**config.mk**
```make
export PLATFORM = sky130hd
export DESIGN_NAME = stack_with_multipop_unit
export DESIGN_NICKNAME = d
export VERILOG_FILES = /design/src/design/swm_pkg.sv /design/src/design/swm_cell.sv /design/src/design/stack_with_multipop_unit.sv
export SDC_FILE = /design/constraint.sdc
export NUM_CORES = 2
export LEC_CHECK = 0
export ABC_CLOCK_PERIOD_IN_PS = 56100
export BUFFER_PORTS_ARGS = -buffer_cell sky130_fd_sc_hd__buf_2
export CORE_ASPECT_RATIO = 0.6
export CORE_MARGIN = 3
export CORE_UTILIZATION = 54
export DETAILED_ROUTE_END_ITERATION = 12
export PLACE_DENSITY = 0.7
export RECOVER_POWER = 25
export SKIP_CTS_REPAIR_TIMING = 1
export SYNTH_ARGS = -nofsm -noshare
export SYNTH_HDL_FRONTEND = slang
export SYNTH_SLANG_ARGS = --single-unit
```
**constraint.sdc**
```tcl
create_clock -name i_clk -period 56.1 [get_ports i_clk]
set_clock_uncertainty 0.15 [all_clocks]
set_input_delay 2.805 -clock i_clk [delete_from_list [all_inputs] [get_ports i_clk]]
set_output_delay 2.805 -clock i_clk [all_outputs]
set_load 0.01 [all_outputs]
```
**src/design/swm_pkg.sv**
```systemverilog
// Package for the stack with multipop: operation kinds, status codes,
// shift commands for the storage chain and the controller state type.
// No dependencies.
`default_nettype none

package swm_pkg;

    localparam int unsigned WORD_W  = 32;
    localparam int unsigned KIND_W  = 2;
    localparam int unsigned COUNT_W = 7;
    localparam int unsigned STAT_W  = 3;
    localparam int unsigned COST_W  = 32;

    localparam logic [KIND_W-1:0] KIND_PUSH = 2'd0;
    localparam logic [KIND_W-1:0] KIND_POP  = 2'd1;
    localparam logic [KIND_W-1:0] KIND_MPOP = 2'd2;

    localparam logic [STAT_W-1:0] STAT_PUSHED    = 3'd0;
    localparam logic [STAT_W-1:0] STAT_POPPED    = 3'd1;
    localparam logic [STAT_W-1:0] STAT_OVERFLOW  = 3'd2;
    localparam logic [STAT_W-1:0] STAT_UNDERFLOW = 3'd3;
    localparam logic [STAT_W-1:0] STAT_NOTHING   = 3'd4;

    typedef enum logic [1:0] {
        SH_HOLD = 2'd0,
        SH_PUSH = 2'd1,
        SH_POP  = 2'd2
    } t_shift;

    typedef enum logic [1:0] {
        ST_IDLE = 2'b01,
        ST_MPOP = 2'b10
    } t_state;

endpackage

`default_nettype wire

```
**src/design/swm_cell.sv**
```systemverilog
// One storage cell of the stack chain: holds one word, takes the word from
// above on push and the word from below on pop. Depends on swm_pkg.
`default_nettype none

module swm_cell (
    input  wire logic                               i_clk,
    input  wire swm_pkg::t_shift                    i_shift,
    input  wire logic signed [swm_pkg::WORD_W-1:0]  i_from_above,
    input  wire logic signed [swm_pkg::WORD_W-1:0]  i_from_below,
    output logic signed [swm_pkg::WORD_W-1:0]       o_word
);

    logic signed [swm_pkg::WORD_W-1:0] r_word;
    logic signed [swm_pkg::WORD_W-1:0] n_word;

    always_comb begin
        unique case (i_shift)
            swm_pkg::SH_PUSH: n_word = i_from_above;
            swm_pkg::SH_POP:  n_word = i_from_below;
            default:          n_word = r_word;
        endcase
    end

    always_ff @(posedge i_clk) begin
        r_word <= n_word;
    end

    assign o_word = r_word;

endmodule

`default_nettype wire

```
**src/design/stack_with_multipop_unit.sv**
```systemverilog
// Top level of the stack with multipop: controller, cost counter, output
// register and a chain of swm_cell storage cells. Depends on swm_pkg, swm_cell.
//
// Usage:
//   Input channel (i_in_valid / o_in_stall) carries kind, push_value and
//   pop_count. Output channel (o_out_valid / i_out_stall) carries status,
//   popped_value, last, now_empty and op_cost for each result.
//   Push and pop give one result in the cycle after the transfer, and a new
//   item can be taken every cycle while the output is not stalled. A multipop
//   of n words gives n results, one per cycle unless the output stalls, the
//   first in the cycle after the transfer; the input stalls until the last
//   word is popped, as the chain shifts one word per cycle. A multipop that
//   pops nothing gives a single result. Kind three is taken and gives no
//   result. The top of the stack sits in cell zero; every successful push or
//   pop, and each word of a multipop, shifts the whole chain by one cell.
//   Reset empties the stack, clears the cost counter and drops any pending
//   result. While the receiver stalls, the pending result holds and the block
//   takes no new item and pops nothing further.
`default_nettype none

module stack_with_multipop_unit #(
    parameter int unsigned DEPTH = 64
) (
    input  wire logic                                i_clk,
    input  wire logic                                i_rst_n,
    input  wire logic                                i_in_valid,
    output logic                                     o_in_stall,
    input  wire logic [swm_pkg::KIND_W-1:0]          i_kind,
    input  wire logic signed [swm_pkg::WORD_W-1:0]   i_push_value,
    input  wire logic [swm_pkg::COUNT_W-1:0]         i_pop_count,
    output logic                                     o_out_valid,
    input  wire logic                                i_out_stall,
    output logic [swm_pkg::STAT_W-1:0]               o_status,
    output logic signed [swm_pkg::WORD_W-1:0]        o_popped_value,
    output logic                                     o_last,
    output logic                                     o_now_empty,
    output logic [swm_pkg::COST_W-1:0]               o_op_cost
);

    localparam int unsigned FILL_W = $clog2(DEPTH + 1);
    localparam logic [FILL_W-1:0] FILL_FULL = FILL_W'(DEPTH);

    swm_pkg::t_state                      r_state, n_state;
    logic [FILL_W-1:0]                    r_fill, n_fill;
    logic [swm_pkg::COUNT_W-1:0]          r_want, n_want;
    logic [swm_pkg::COST_W-1:0]           r_cost, n_cost;
    logic                                 r_out_valid;
    logic [swm_pkg::STAT_W-1:0]           r_status, n_status;
    logic signed [swm_pkg::WORD_W-1:0]    r_value, n_value;
    logic                                 r_last, n_last;
    logic                                 r_empty, n_empty;
    logic                                 load_out;
    logic                                 out_free;
    logic                                 in_acc;
    swm_pkg::t_shift                      shift;
    logic [swm_pkg::COST_W-1:0]           cost_inc;
    logic [swm_pkg::COUNT_W-1:0]          want_after;
    logic signed [swm_pkg::WORD_W-1:0]    words [DEPTH];

    assign out_free   = !r_out_valid || !i_out_stall;
    assign o_in_stall = !((r_state == swm_pkg::ST_IDLE) && out_free);
    assign in_acc     = i_in_valid && !o_in_stall;
    assign cost_inc   = (r_cost != '1) ? r_cost + 1'b1 : r_cost;

    always_comb begin
        n_state    = r_state;
        n_fill     = r_fill;
        n_want     = r_want;
        n_cost     = r_cost;
        n_status   = r_status;
        n_value    = '0;
        n_last     = 1'b1;
        n_empty    = (r_fill == '0);
        load_out   = 1'b0;
        shift      = swm_pkg::SH_HOLD;
        want_after = '0;
        if (in_acc) begin
            unique case (i_kind)
                swm_pkg::KIND_PUSH: begin
                    load_out = 1'b1;
                    if (r_fill == FILL_FULL) begin
                        n_status = swm_pkg::STAT_OVERFLOW;
                    end else begin
                        shift    = swm_pkg::SH_PUSH;
                        n_fill   = r_fill + 1'b1;
                        n_cost   = cost_inc;
                        n_status = swm_pkg::STAT_PUSHED;
                        n_empty  = 1'b0;
                    end
                end
                swm_pkg::KIND_POP: begin
                    load_out = 1'b1;
                    if (r_fill == '0) begin
                        n_status = swm_pkg::STAT_UNDERFLOW;
                    end else begin
                        shift    = swm_pkg::SH_POP;
                        n_fill   = r_fill - 1'b1;
                        n_cost   = cost_inc;
                        n_status = swm_pkg::STAT_POPPED;
                        n_value  = words[0];
                        n_empty  = (n_fill == '0);
                    end
                end
                swm_pkg::KIND_MPOP: begin
                    load_out = 1'b1;
                    if (r_fill == '0 || i_pop_count == '0) begin
                        n_status = swm_pkg::STAT_NOTHING;
                    end else begin
                        shift      = swm_pkg::SH_POP;
                        n_fill     = r_fill - 1'b1;
                        n_cost     = cost_inc;
                        n_status   = swm_pkg::STAT_POPPED;
                        n_value    = words[0];
                        n_empty    = (n_fill == '0);
                        want_after = i_pop_count - 1'b1;
                        n_want     = want_after;
                        n_last     = (n_fill == '0) || (want_after == '0);
                        if (!n_last) begin
                            n_state = swm_pkg::ST_MPOP;
                        end
                    end
                end
                default: begin
                    load_out = 1'b0;
                end
            endcase
        end else if (r_state == swm_pkg::ST_MPOP && out_free) begin
            load_out   = 1'b1;
            shift      = swm_pkg::SH_POP;
            n_fill     = r_fill - 1'b1;
            n_cost     = cost_inc;
            n_status   = swm_pkg::STAT_POPPED;
            n_value    = words[0];
            n_empty    = (n_fill == '0);
            want_after = r_want - 1'b1;
            n_want     = want_after;
            n_last     = (n_fill == '0) || (want_after == '0);
            if (n_last) begin
                n_state = swm_pkg::ST_IDLE;
            end
        end
    end

    always_ff @(posedge i_clk) begin
        if (!i_rst_n) begin
            r_state     <= swm_pkg::ST_IDLE;
            r_fill      <= '0;
            r_want      <= '0;
            r_cost      <= '0;
            r_out_valid <= 1'b0;
        end else begin
            r_state <= n_state;
            r_fill  <= n_fill;
            r_want  <= n_want;
            r_cost  <= n_cost;
            if (out_free) begin
                r_out_valid <= load_out;
            end
        end
    end

    always_ff @(posedge i_clk) begin
        if (load_out) begin
            r_status <= n_status;
            r_value  <= n_value;
            r_last   <= n_last;
            r_empty  <= n_empty;
        end
    end

    generate
        for (genvar g = 0; g < DEPTH; g++) begin : g_cell
            logic signed [swm_pkg::WORD_W-1:0] above;
            logic signed [swm_pkg::WORD_W-1:0] below;
            if (g == 0) begin : g_top
                assign above = i_push_value;
            end else begin : g_mid
                assign above = words[g-1];
            end
            if (g == DEPTH - 1) begin : g_bot
                assign below = '0;
            end else begin : g_inner
                assign below = words[g+1];
            end
            swm_cell u_cell (
                .i_clk        (i_clk),
                .i_shift      (shift),
                .i_from_above (above),
                .i_from_below (below),
                .o_word       (words[g])
            );
        end
    endgenerate

    logic [swm_pkg::COST_W-1:0] r_cost_out;

    always_ff @(posedge i_clk) begin
        if (load_out) begin
            r_cost_out <= n_cost;
        end
    end

    assign o_out_valid    = r_out_valid;
    assign o_status       = r_status;
    assign o_popped_value = r_value;
    assign o_last         = r_last;
    assign o_now_empty    = r_empty;
    assign o_op_cost      = r_cost_out;

    a_fill_bound: assert property (@(posedge i_clk) disable iff (!i_rst_n)
        r_fill <= FILL_FULL)
        else $error("fill level beyond depth");

    a_mpop_has_work: assert property (@(posedge i_clk) disable iff (!i_rst_n)
        (r_state == swm_pkg::ST_MPOP) |-> (r_fill != '0 && r_want != '0))
        else $error("multipop running with nothing to pop");

    a_push_result: assert property (@(posedge i_clk) disable iff (!i_rst_n)
        (in_acc && i_kind == swm_pkg::KIND_PUSH) |=> o_out_valid)
        else $error("push transfer gave no result");

endmodule

`default_nettype wire

```
# ---- After elaboration in Yosys (flattened, before gate mapping)
# Index checks and enable logic that the tools add are counted.
dict set report totals {
  reg_bits 2166
  output_inout_bits 71
  inputBits 45
  latch_bits 0
  word_cells 235
  mem_bits_rw 0
  memories 0
  romBits 0
}
dict set report classes {
  n_mul 0
  shift 0
  eq_ne 15
  bitwise 0
  div_mod_pow 0
  n_mux 117
  add_sub_neg 5
  n_reduce_logical 24
  magnitude_cmp 0
}
# op n
set op_table {}
lappend op_table {{32-bit case mux with 2 select lines} 65}
lappend op_table {{32-bit two-way mux} 10}
lappend op_table {{32-bit case mux with 3 select lines} 1}
lappend op_table {{7-bit two-way mux} 9}
lappend op_table {{7-bit logical NOT} 5}
lappend op_table {{32-bit by 1-bit adder with 32-bit output (second input constant)} 1}
lappend op_table {{32-bit inequality test (second input constant)} 1}
lappend op_table {{2-bit two-way mux} 12}
lappend op_table {{7-bit case mux with 3 select lines} 1}
lappend op_table {{7-bit by 1-bit subtractor with 7-bit output (second input constant)} 3}
lappend op_table {{1-bit two-way mux} 13}
lappend op_table {{5-bit AND reduction} 2}
lappend op_table {{3-bit two-way mux} 3}
lappend op_table {{3-bit inequality test (second input constant)} 3}
lappend op_table {{3-bit case mux with 3 select lines} 1}
lappend op_table {{7-bit by 1-bit adder with 7-bit output (second input constant)} 1}
lappend op_table {{7-bit == test (second input constant)} 1}
lappend op_table {{2-bit by 1-bit == test with 1-bit output (second input constant)} 3}
lappend op_table {{2-bit == test (second input constant)} 3}
lappend op_table {{2-bit case mux with 3 select lines} 1}
lappend op_table {{3-bit AND reduction} 2}
lappend op_table {{2-bit nonzero test} 3}
lappend op_table {{1-bit logical OR} 4}
lappend op_table {{2-bit inequality test (second input constant)} 2}
lappend op_table {{other kinds (7)} 11}

# ---- Longest topological paths before layout
dict set report logic_depth {
  ltp_word 7
  mapped_depth 12
  depth_no_buf 8
}

# ---- Hierarchy
# From an unflattened synthesis, not the netlist that was laid out.
dict set report unflattened {
  hier_cells 5154
  area_unflattened_um2 103708.2
}
# module seq_area_each_um2 area_each_um2 cells_per_inst n_inst
set by_module_without_submodules {}
lappend by_module_without_submodules {swm_cell 960.9 1525.2 71 64}
lappend by_module_without_submodules {stack_with_multipop_unit 3052.9 6094.6 610 1}

# ---- Least setup slack after synthesis
# Ideal clock, no wire load.
dict set report synth_timing {
  kind {input port to flip-flop}
  start {input i_out_stall}
  end {register g_cell[0].u_cell.r_word (netlist bit g_cell[0].u_cell.o_word[0]), enable pin}
  t_required_ps 53574
  path_buffers 2
  setup_slack_ps 10027
  setup_ps 2376
  stages 7
  arrival_ps 43547
  path_cell_list {nand2_1 > nand3b_1 > clkbuf_1 > buf_1 > o31ai_1 > ha_1 > inv_1}
}
dict set report synth_between {
  elab_chain_len 7
  elab_cells_between_ends 10
  classes_between {2 x eq/ne; 2 x mux; 6 x reduce/logical}
}
# item line
set synth_rtl {}
lappend synth_rtl {{start, declared} stack_with_multipop_unit.sv:32} ;# input wire logic i_out_stall,
lappend synth_rtl {{1-bit logical NOT *} stack_with_multipop_unit.sv:60} ;# assign out_free = !r_out_valid || !i_out_stall;
lappend synth_rtl {{1-bit logical OR *} stack_with_multipop_unit.sv:60}
lappend synth_rtl {{1-bit logical AND, on equally long branches} {stack_with_multipop_unit.sv:127, stack_with_multipop_unit.sv:61}}
lappend synth_rtl {{2-bit two-way mux or 1-bit logical AND (tied branches)} {stack_with_multipop_unit.sv:127, stack_with_multipop_unit.sv:62}}
lappend synth_rtl {{2-bit two-way mux *} stack_with_multipop_unit.sv:77} ;# if (in_acc) begin
lappend synth_rtl {{2-bit by 1-bit == test with 1-bit output or 2-bit == test (tied branches)} swm_cell.sv:17} ;# unique case (i_shift)
lappend synth_rtl {{2-bit nonzero test (no source line) *} --}
lappend synth_rtl {{end signal, assigned} swm_cell.sv:25} ;# r_word <= n_word;
lappend synth_rtl {{end, declared} swm_cell.sv:13} ;# logic signed [swm_pkg::WORD_W-1:0] r_word;
# Mark *: on every way between the ends. The rest lies on a longest branch, timed or not.
# A chain may end at the register's enable or synchronous reset.

# ---- Final worst setup path
dict set report layout_timing {
  start {input i_pop_count[3] (netlist bit)}
  end {register g_cell[16].u_cell.r_word (netlist bit g_cell[16].u_cell.o_word[18]), enable pin}
}
dict set report layout_between {
  elab_chain_len 7
  elab_cells_between_ends 8
  classes_between {2 x eq/ne; 3 x mux; 3 x reduce/logical}
}
# item line
set layout_rtl {}
lappend layout_rtl {{start, declared} stack_with_multipop_unit.sv:30} ;# input wire logic [swm_pkg::COUNT_W-1:0] i_pop_count,
lappend layout_rtl {{7-bit logical NOT *} stack_with_multipop_unit.sv:106} ;# if (r_fill == '0 || i_pop_count == '0) begin
lappend layout_rtl {{1-bit logical OR *} stack_with_multipop_unit.sv:106}
lappend layout_rtl {{2-bit two-way mux *} stack_with_multipop_unit.sv:106}
lappend layout_rtl {{2-bit case mux with 3 select lines *} stack_with_multipop_unit.sv:78} ;# unique case (i_kind)
lappend layout_rtl {{2-bit two-way mux *} stack_with_multipop_unit.sv:77}
lappend layout_rtl {{2-bit by 1-bit == test with 1-bit output or 2-bit == test (tied branches)} swm_cell.sv:17}
lappend layout_rtl {{2-bit nonzero test (no source line) *} --}
lappend layout_rtl {{end signal, assigned} swm_cell.sv:25}
lappend layout_rtl {{end, declared} swm_cell.sv:13}
# Marks and branches as above.

==> summary.md <==
| Metric | Value |
|---|---|
| Status | `complete, but fails checks` |
| Violations in the final reports | `capacitance limit, slew limit` |
| Type of destination of the critical path | `register` |
| Detailed-route wire length per cell | `17.8 um` |
| CTS tree | `done` |
| DP Cell Count | `7056` |
| Leakage Power | `30.0 nW` |
| Actual slew at the worst max-slew pin | `11.14 ns` |
| Vias in the first global route | `41400` |
| Clock net sink count | `2166` |
| Length in cells of the worst reg-to-reg path | `11` |
| Area enclosed by the die boundary | `174000 um^2` |
| Maximum fanout along the worst path | `213` |
| Avg Cell Area, Syn | `18.5 um^2` |
| GRT Residual Overflow | `0` |
| Max-slew violation total from the final report | `1078` |
| Worst-path cell chain | `clkbuf_1, nor4_1, a31oi_1, nand2_1, o31ai_1, ha_1, clkinvlp_2, clkbuf_1, buf_12, buf_4, buf_12, buf_12, buf_12` |
| Reg-to-reg setup timing slack | `38.87 ns` |
| End of the worst register-to-register path | `g_cell[16].u_cell.o_word[18]` |
| Ratio of total power to cell area | `57.0 nW/um^2` |
| All-Layer GR Usage | `14.6%` |
| Total nets after synthesis | `4983` |
| Routed wire length | `131000 um` |
| Row cnt | `116` |
| FF+latch count, synth | `2166` |
| Startpoint of the worst-slack reg-to-reg timing path | `r_state[0]` |
| Class of the tightest hold or removal check | `register to register` |
| Number of cells produced by synthesis | `4922` |
| Total number of nets in the final design | `5075` |
| Aggregate negative setup slack | `0 ns` |
| Number of standard cells in the layout, taps in and fillers out | `7401` |
| CTS clock-pin slew for the worst setup and hold paths | `0.06 ns` |
| Drt via density | `5.57` |
| Endpoints failing setup | `0` |
| Slowest cell delay on critical path | `6.54 ns` |
| Area of all placed cells without fillers | `99800 um^2` |
| Seq/Total Area, Yosys | `70.7%` |
| RSZ-0062 raised after global routing | `no` |
| Initial drt markers | `3466` |
| Std-Cell Core Area | `167000 um^2` |
| Biggest area consumer among synthesized cells | `sky130_fd_sc_hd__edfxtp_1` |
| Cell Area, Placed | `94100 um^2` |
| Hold path cells | `2` |
| First-pass iteration count of the detailed router | `6` |
| Port-buffer cells | `115` |
| Startpoint of the lowest-slack hold path | `r_want[6]` |
| Later-pin clock latency in the skew report | `0.83 ns` |
| Worst rel slew slack | `-642%` |
| RePlAce Congestion | `0.844` |
| Most used cells in the layout excluding fill and tap cells | `2117 x sky130_fd_sc_hd__edfxtp_1, 2016 x sky130_fd_sc_hd__mux2_2, 200 x sky130_fd_sc_hd__clkbuf_16` |
| CP Data Required Time | `56.37 ns` |
| Area Overhead vs Synth | `9.35%` |
| IO Count | `116` |
| Maximum clock path buffer count | `4` |
| Post-DP HPWL | `74600 um` |
| Startpoint types | `input port` |
| Final period demand of the worst path | `18.96 ns` |
| Post-DRT Antenna Nets | `0` |
| Wire length of the first global-routing pass | `215000 um` |
| Die width | `537 um` |
| Top achievable clock speed | `0.0527 GHz` |
| Cells taking the most area after synthesis | `sky130_fd_sc_hd__edfxtp_1 70%, sky130_fd_sc_hd__mux2_2 25%, sky130_fd_sc_hd__dfxtp_1 1.1%` |
| Path type of the worst setup path | `input port to register` |
| Most repeated library cell on the critical path | `sky130_fd_sc_hd__buf_12` |
| Die height | `324 um` |
| Number of antenna violations at the first check in global routing | `1` |
| Final worst path period share | `33.8%` |
| Total chip power | `5.69 mW` |
| Syn. warnings | `0` |
| Most common library cell in the layout ignoring fill and taps | `sky130_fd_sc_hd__edfxtp_1` |
| Number of distinct library cell variants in the gate-level netlist after synthesis | `72` |
| Share of post-route cells with drive strength above 1 | `45.8%` |
| Crit path max-delay cell type | `sky130_fd_sc_hd__clkbuf_1` |
| Count of flip-flops with a built-in enable after synthesis | `2117` |
| CTS H-tree depth | `4` |
| Min-Delay Endpoint | `r_want[6]` |
| Largest net degree at the start of global routing | `233` |
| Max rail drop VDD | `0.0000558 V` |
| Netlist area before placement | `91300 um^2` |
| Initial cell density of the core | `54.5%` |
| FFs w/ async S/R, synth | `0%` |
| Yosys top cell area share | `69.7%` |
| Number of hold violations in the final report | `0` |
| Flip-flop cell with the highest count after synthesis | `sky130_fd_sc_hd__edfxtp_1` |
| Cts bufs inserted | `198` |
| DRC violations left | `0` |
| Worst hold margin | `0.315 ns` |
| Critical path data arrival time | `19.23 ns` |
| Cell at the root of the clock tree | `sky130_fd_sc_hd__clkbuf_16` |
| Max-cap check violation count | `9` |
| Via count | `41200` |
[where the power goes]
part           switching [mW]  internal (mW)
logic                   0.751          0.758
clock network           0.555          0.694
registers               0.228           2.70
total                    1.53           4.15
[flip-flops by register name (all words and copies together) (netlist names)]
| signal | cells |
|---|---|
| g_cell.u_cell.o_word | 2048 |
| o_op_cost | 32 |
| o_popped_value | 32 |
| r_cost | 32 |
| r_fill | 7 |
| r_want | 7 |
| o_status | 3 |
| r_state | 2 |
| o_last | 1 |
| o_now_empty | 1 |
| o_out_valid | 1 |
[metrics by stage]
step	setup WS, ns	utilization (%)
floorplan	10.03	-
global placement	45.00	56.2
detailed placement	44.84	56.2
CTS	45.77	59.7
global route	35.75	59.6
finish	37.14	59.6
[metal layers]
metal,GRT usage [%],share of wire (%),vias up
li1,-,-,19700
met1,22.6,50,20700
met2,21.3,44,636
met3,2.91,4.2,199
met4,3.39,1.7,0
met5,0,0,-
[Yosys cell counts (4+ instances only)]
library cell,count
sky130_fd_sc_hd__nor2_1,32
sky130_fd_sc_hd__ha_1,16
sky130_fd_sc_hd__o31a_1,4
sky130_fd_sc_hd__xnor2_1,9
sky130_fd_sc_hd__dfxtp_1,49
sky130_fd_sc_hd__clkbuf_1,243
sky130_fd_sc_hd__mux2i_1,4
sky130_fd_sc_hd__and4_2,4
sky130_fd_sc_hd__o31ai_1,6
sky130_fd_sc_hd__o21ai_0,15
sky130_fd_sc_hd__nor3b_1,4
sky130_fd_sc_hd__buf_2,10
sky130_fd_sc_hd__nand3_1,21
sky130_fd_sc_hd__nand3b_1,4
sky130_fd_sc_hd__a21oi_1,45
sky130_fd_sc_hd__and3_1,14
sky130_fd_sc_hd__a311oi_1,10
sky130_fd_sc_hd__nand4_1,13
sky130_fd_sc_hd__and2_1,41
sky130_fd_sc_hd__nand2_1,46
sky130_fd_sc_hd__buf_1,8
sky130_fd_sc_hd__nor3_1,29
sky130_fd_sc_hd__edfxtp_1,2117
sky130_fd_sc_hd__a211oi_1,8
sky130_fd_sc_hd__o211ai_1,4
sky130_fd_sc_hd__a41oi_1,8
sky130_fd_sc_hd__inv_1,18
sky130_fd_sc_hd__and4_1,5
sky130_fd_sc_hd__a31oi_1,16
sky130_fd_sc_hd__nor2b_1,33
sky130_fd_sc_hd__nand2b_1,4
sky130_fd_sc_hd__mux2_2,2016
sky130_fd_sc_hd__nor4_1,9
[cell families after synthesis]
| logic type | count (synthesis) | synth area share (%) |
|---|---|---|
| adder cells (fa/ha/maj) | 16 | 0.219 |
| multiplexers | 2020 | 24.9 |
| buffers and inverters | 281 | 1.18 |
| XOR/XNOR | 12 | 0.115 |
| AND/OR/NAND/NOR | 281 | 1.75 |
| AO/OA/AOI/OAI | 146 | 1.10 |
| flip-flops | 2166 | 70.7 |
[worst max path at each step]
stage              startpoint                      endpoint  slack [ns]  depth (start not counted)
2_1_floorplan     i_out_stall    g_cell[0].u_cell.o_word[0]       10.03                          7
3_3_place_gp      i_out_stall  g_cell[52].u_cell.o_word[12]       45.00                         12
3_5_place_dp      i_out_stall  g_cell[47].u_cell.o_word[12]       44.84                         12
4_1_cts           i_out_stall  g_cell[28].u_cell.o_word[14]       45.77                         12
5_1_grt        i_pop_count[3]  g_cell[35].u_cell.o_word[14]       35.75                         13
6_report       i_pop_count[3]  g_cell[16].u_cell.o_word[18]       37.14                         13
[area by class of cell]
type / count / area [um^2]
Multi-Input combinational cell: 2475 / 25700
Fill cell: 12100 / 67500
Clock buffer: 247 / 5200
Antenna cell: 2 / 5.00
Timing Repair Buffer: 155 / 843
Tap cell: 2242 / 2810
Inverter: 18 / 68.8
Sequential cell: 2166 / 64600
Clock inverter: 96 / 669
[worst max-delay path: cells and delay by family]
family	cells	cell delay, ns
AND/OR/NAND/NOR	2	1.00
adder cells (fa/ha/maj)	1	0.33
AO/OA/AOI/OAI	2	0.42
buffers and inverters	8	13.72
No activity file was read; power rests on OpenSTA's default activity.
